==> config.mk <==
export PLATFORM = sky130hd
export DESIGN_NAME = tlbdp_ram
export DESIGN_NICKNAME = d
export VERILOG_FILES = /design/src/hw/rtl/tlbdp_ram.sv
export SDC_FILE = /design/constraint.sdc
export NUM_CORES = 1
export LEC_CHECK = 0
export ABC_AREA = 1
export ABC_CLOCK_PERIOD_IN_PS = 2400
export BUFFER_PORTS_ARGS = -buffer_cell sky130_fd_sc_hd__buf_4
export CORE_UTILIZATION = 45
export CTS_BUF_LIST = sky130_fd_sc_hd__clkbuf_2 sky130_fd_sc_hd__clkbuf_4 sky130_fd_sc_hd__clkbuf_8
export DETAILED_ROUTE_END_ITERATION = 8
export GPL_ROUTABILITY_DRIVEN = 0
export PLACE_DENSITY_LB_ADDON = 0.05
export SETUP_SLACK_MARGIN = 0.5
export SLEW_MARGIN = 15
export SYNTH_ARGS = -nofsm -noshare
export SYNTH_HDL_FRONTEND = slang
export SYNTH_SLANG_ARGS = --single-unit
==> constraint.sdc <==
create_clock -name clk -period 2.4 [get_ports clk]
set_input_delay 0 -clock clk [delete_from_list [all_inputs] [get_ports clk]]
set_output_delay 0 -clock clk [all_outputs]
set_load 0.02 [all_outputs]
==> src/hw/rtl/tlbdp_ram.sv <==
// Generic single-port synchronous RAM with registered read.
// No dependencies.
module tlbdp_ram #(
  parameter int WIDTH = 8,
  parameter int DEPTH = 16
) (
  input  logic                     clk,
  input  logic                     we,
  input  logic [$clog2(DEPTH)-1:0] addr,
  input  logic [WIDTH-1:0]         wdata,
  output logic [WIDTH-1:0]         rdata
);
  logic [WIDTH-1:0] mem [DEPTH];

  always_ff @(posedge clk) begin
    if (we) begin
      mem[addr] <= wdata;
    end
    rdata <= mem[addr];
  end
endmodule

# After elaboration in Yosys (flattened, before gate mapping)
# Memories as Yosys holds them, arrays and structs flattened. A register that Yosys moved wholly into a read port is not among the register bits.
# Cells that the tools add are included.
[classes]
mux = 2
[ops]
columns = ["op", "count"]
rows = [
  ["$mux 1", 2],
]
[word_totals]
register_bits = 0
mem_bits_rw = 128
output_inout_bits = 8
mem_count = 1
[memory_table]
columns = ["name", "depth", "width", "read_ports", "rd_clocked_by_memory_dff", "wr", "line_no", "rtl"]
rows = [
  ["mem", 16, 8, 1, 1, 1, "13", "logic [WIDTH-1:0] mem [DEPTH];"],
]

# Logic depth before layout (Yosys ltp)
[logic_depth]
depth_word = 2
mapped_depth = 11

# Worst setup path before layout
# OpenSTA, ideal clock, no wires.
[synth_path]
path_type = "input to register"
start = "input port addr[1]"
end = "memory mem[3][0], enable pin"
t_arrival_ps = 1007
setup_slack_ps = 1023
path_stages = 4
cell_sequence = "buf_2 -> clkbuf_1 -> nand3_1 -> nor2_1"
[synth_rtl]
columns = ["element", "line_no", "rtl"]
rows = [
  ["start, declared", "9", "input logic [$clog2(DEPTH)-1:0] addr,"],
  ["end, declared", "13", ""],
]
# Straight into the memory's write port.

# Worst setup path in the final report
[layout_path]
start = "input port addr[2]"
end = "memory mem[1][5], enable pin"
# Straight into the memory's write port.

==> results.cfg <==
[run_status]
outcome = completed

[detailed_routing]
num_vias = 3645
firstDrtPassIters = 4
viasPerCell = 4.790
drc = 0
drtIter0Drc = 216
routed_wl_microns = 12300
antenna_left = 0
wl_per_cell_microns = 16.16

[placement]
io_buffer_count = 21
hpwl_microns = 7602
place_inst = 721
place_area_sq_um = 5882

[grt]
grt-ovfl-total = 0
grt_pass1_wl_microns = 19850
antenna_found_initial = 0
grt_max_degree = 57
grt.total_usage_pct = 21.34
grt_pass1_vias = 3760

[sta]
relSlewSlack_pct = 49.96
hold_ws_ns = 0.05838
final.min_clock_period_ns = 1.294
timing.final.crit_share_pct = 53.90
hold_viol_final = 0
finalMaxSlewViolations = 0
rsz0062_at_grt = no
setup_violations = 0
fin_setup_tns_ns = 0
worst_pin_slew_ns = 0.7478
fmax_ghz = 0.7731
clock_skew_ns = 0.008118

[critical_path]
cpMostUsedCell = nor2_1
start_kind = primary input
crit_type = primary input to register
crit_required_ns = 2.46
cp_cell_sequence = buf_4 > nor2_1 > inv_1 > nor2_1
crit_fanout = 9
cp.buffers_inverters = 2
cp_slowest_cell = nor2_1
arrival_ns = 1.35
max_stage_delay_ns = 0.61
crit_family = simple AND/OR/NAND/NOR gates
worst_setup_path_end_kind = register

[synth]
synth_cell_types = 11
ys_top_cells_by_area = edfxtp_1, nand2_1, dfxtp_1
ys_seq_area_share_pct = 71.59
syn_nets = 562
postSynthCellCount = 548
synth_edf_count = 128
async_flop_share_pct = 0
synthTopCellsByCount = nand2_1, edfxtp_1, inv_1
synth_top_area_share_pct = 68.72
synth_top_cell_by_area = edfxtp_1
synth_seq_cells = 136
yosysMostFrequentCell = nand2_1
synth_flop_cell = edfxtp_1
syn-cell-area_sq_um = 5593
yosysWarnings = 0
syn_avg_cell_area_sq_um = 10.21

[power_and_ir_drop]
pwr-share-seq_pct = 52.2
p_leak_nw = 2.716
p_sw_share_pct = 22.11
clock_power_share_pct = 40.9
ir_drop_uv = 440.4
powerDensity_nw_per_um2 = 797.6
power.internal_mw = 3.978
total_power_mw = 5.107
combPwrFrac_pct = 6.8
netSwitchingPower_mw = 1.129

[floorplanning]
start_util_pct = 46.37
fp.dieH_microns = 113.5
std_cell_rows = 40
core_sq_um = 12060
die_x_microns = 113.5
ios = 22
die_area_sq_um = 12880

[final_layout]
syn_to_final_growth_pct = 14.50
multi_input_area_sq_um = 1386
instances_no_fill = 761
n_antenna_cell = 0
seq_area_sq_um = 4004
drive_above_1_share_pct = 9.275
post-route-cell-area_sq_um = 6404
fillers = 1106
fin_nets = 594

[clocking]
root_buffer = clkbuf_8
clockBufferDepth = 2
htree_levels = 4
cts_made_buffers = 17
cts_resized = 0
clk_pin_slew_ns = 0.07
clkLatencyLatePin_ns = 0.43
clock-sinks = 136
postCtsSetupBuffers = 0
tritoncts = done

[min_path]
worstHoldPathType = primary input to register

[job]
cap_violations = 0
cell type report:
class                   count  area share [%]
flip-flops and latches    136           62.52
multi-input cells         368           21.65
repair buffers             34           4.299
clock buffers              17           3.654
well taps                 168           3.283
clock inverters            15           3.243
inverters                  23           1.348
timing repair:
action | 4_1_cts | 5_1_grt
hold buffers | 8 | 0
endpoints found under the setup margin | 0 | 0
endpoints found under the hold margin | 128 | 0
layout by cell type, fill, tap and decap left out:
cell type      synthesis  final
nand2_1              346    346
edfxtp_1             128    128
clkbuf_8               0     17
buf_4                  6     26
dfxtp_1                8      8
nor2_1                18     18
clkinv_4               0      2
clkinv_1               1      5
inv_1                 21     21
clkinvlp_4             0      2
nand3_1                4      4
clkinv_2               0      2
bufinv_16              0      5
inv_2                  1      1
dlygate4sd3_1          0      8
path summary, 6_finish.rpt:
path              slack (ns)           startpoint  cells after the start                   to
setup reg to reg        1.39  mem[3][5]$_DFFE_PP_                      8     rdata[5]$_DFF_P_
setup / recovery        1.11              addr[2]                      4  mem[1][5]$_DFFE_PP_
hold / removal          0.06              addr[2]                      6     rdata[4]$_DFF_P_
hold reg to reg         0.71  mem[4][4]$_DFFE_PP_                      8     rdata[4]$_DFF_P_
sequential cells by signal, summed over array words and instances (netlist names):
signal  cells
mem       128
rdata       8
power by group through the flow:
| stage | Clock [mW] | Sequential (mW) | Combinational, mW |
|---|---|---|---|
| after floorplan | 0 | 2.74 | 0.183 |
| after global placement | 0 | 2.72 | 0.345 |
| after detailed placement | 0 | 2.72 | 0.345 |
| after CTS | 2.13 | 2.67 | 0.357 |
| after global routing | 2.23 | 2.67 | 0.398 |
| final | 2.09 | 2.67 | 0.350 |
routing by layer:
| metal | share of wire [%] | vias up | routed length [microns] | global-route usage, % |
|---|---|---|---|---|
| li1 | - | 1813 | - | - |
| met1 | 45 | 1737 | 5487 | 27.26 |
| met2 | 49 | 79 | 6001 | 35.37 |
| met3 | 4.8 | 16 | 590 | 4.570 |
| met4 | 1.8 | 0 | 216 | 9.035 |
| met5 | 0 | - | 0 | 0 |
stage by stage:
step	setup slack, ns	utilization, %
6_report	1.106	53.09
3_3_place_gp	0.6521	48.77
2_1_floorplan	1.023	-
5_1_grt	0.9571	53.09
4_1_cts	1.120	53.09
3_5_place_dp	0.6451	48.77
tightest hold or removal path, cell delays in order:
cell     delay (ns)
buf_4          0.09
nor2_1         0.12
nand2_1        0.11
nand2_1        0.05
inv_1          0.04
nand2_1        0.03
logic make-up (layout without fill, tap and decap cells):
family / Yosys count / count (layout) / share of synthesized area (%)
buf+inv: 44 / 89 / 3.624
simple gates: 368 / 368 / 24.79
flops: 136 / 136 / 71.59
Note: power is estimated with default switching activity, not from simulation.
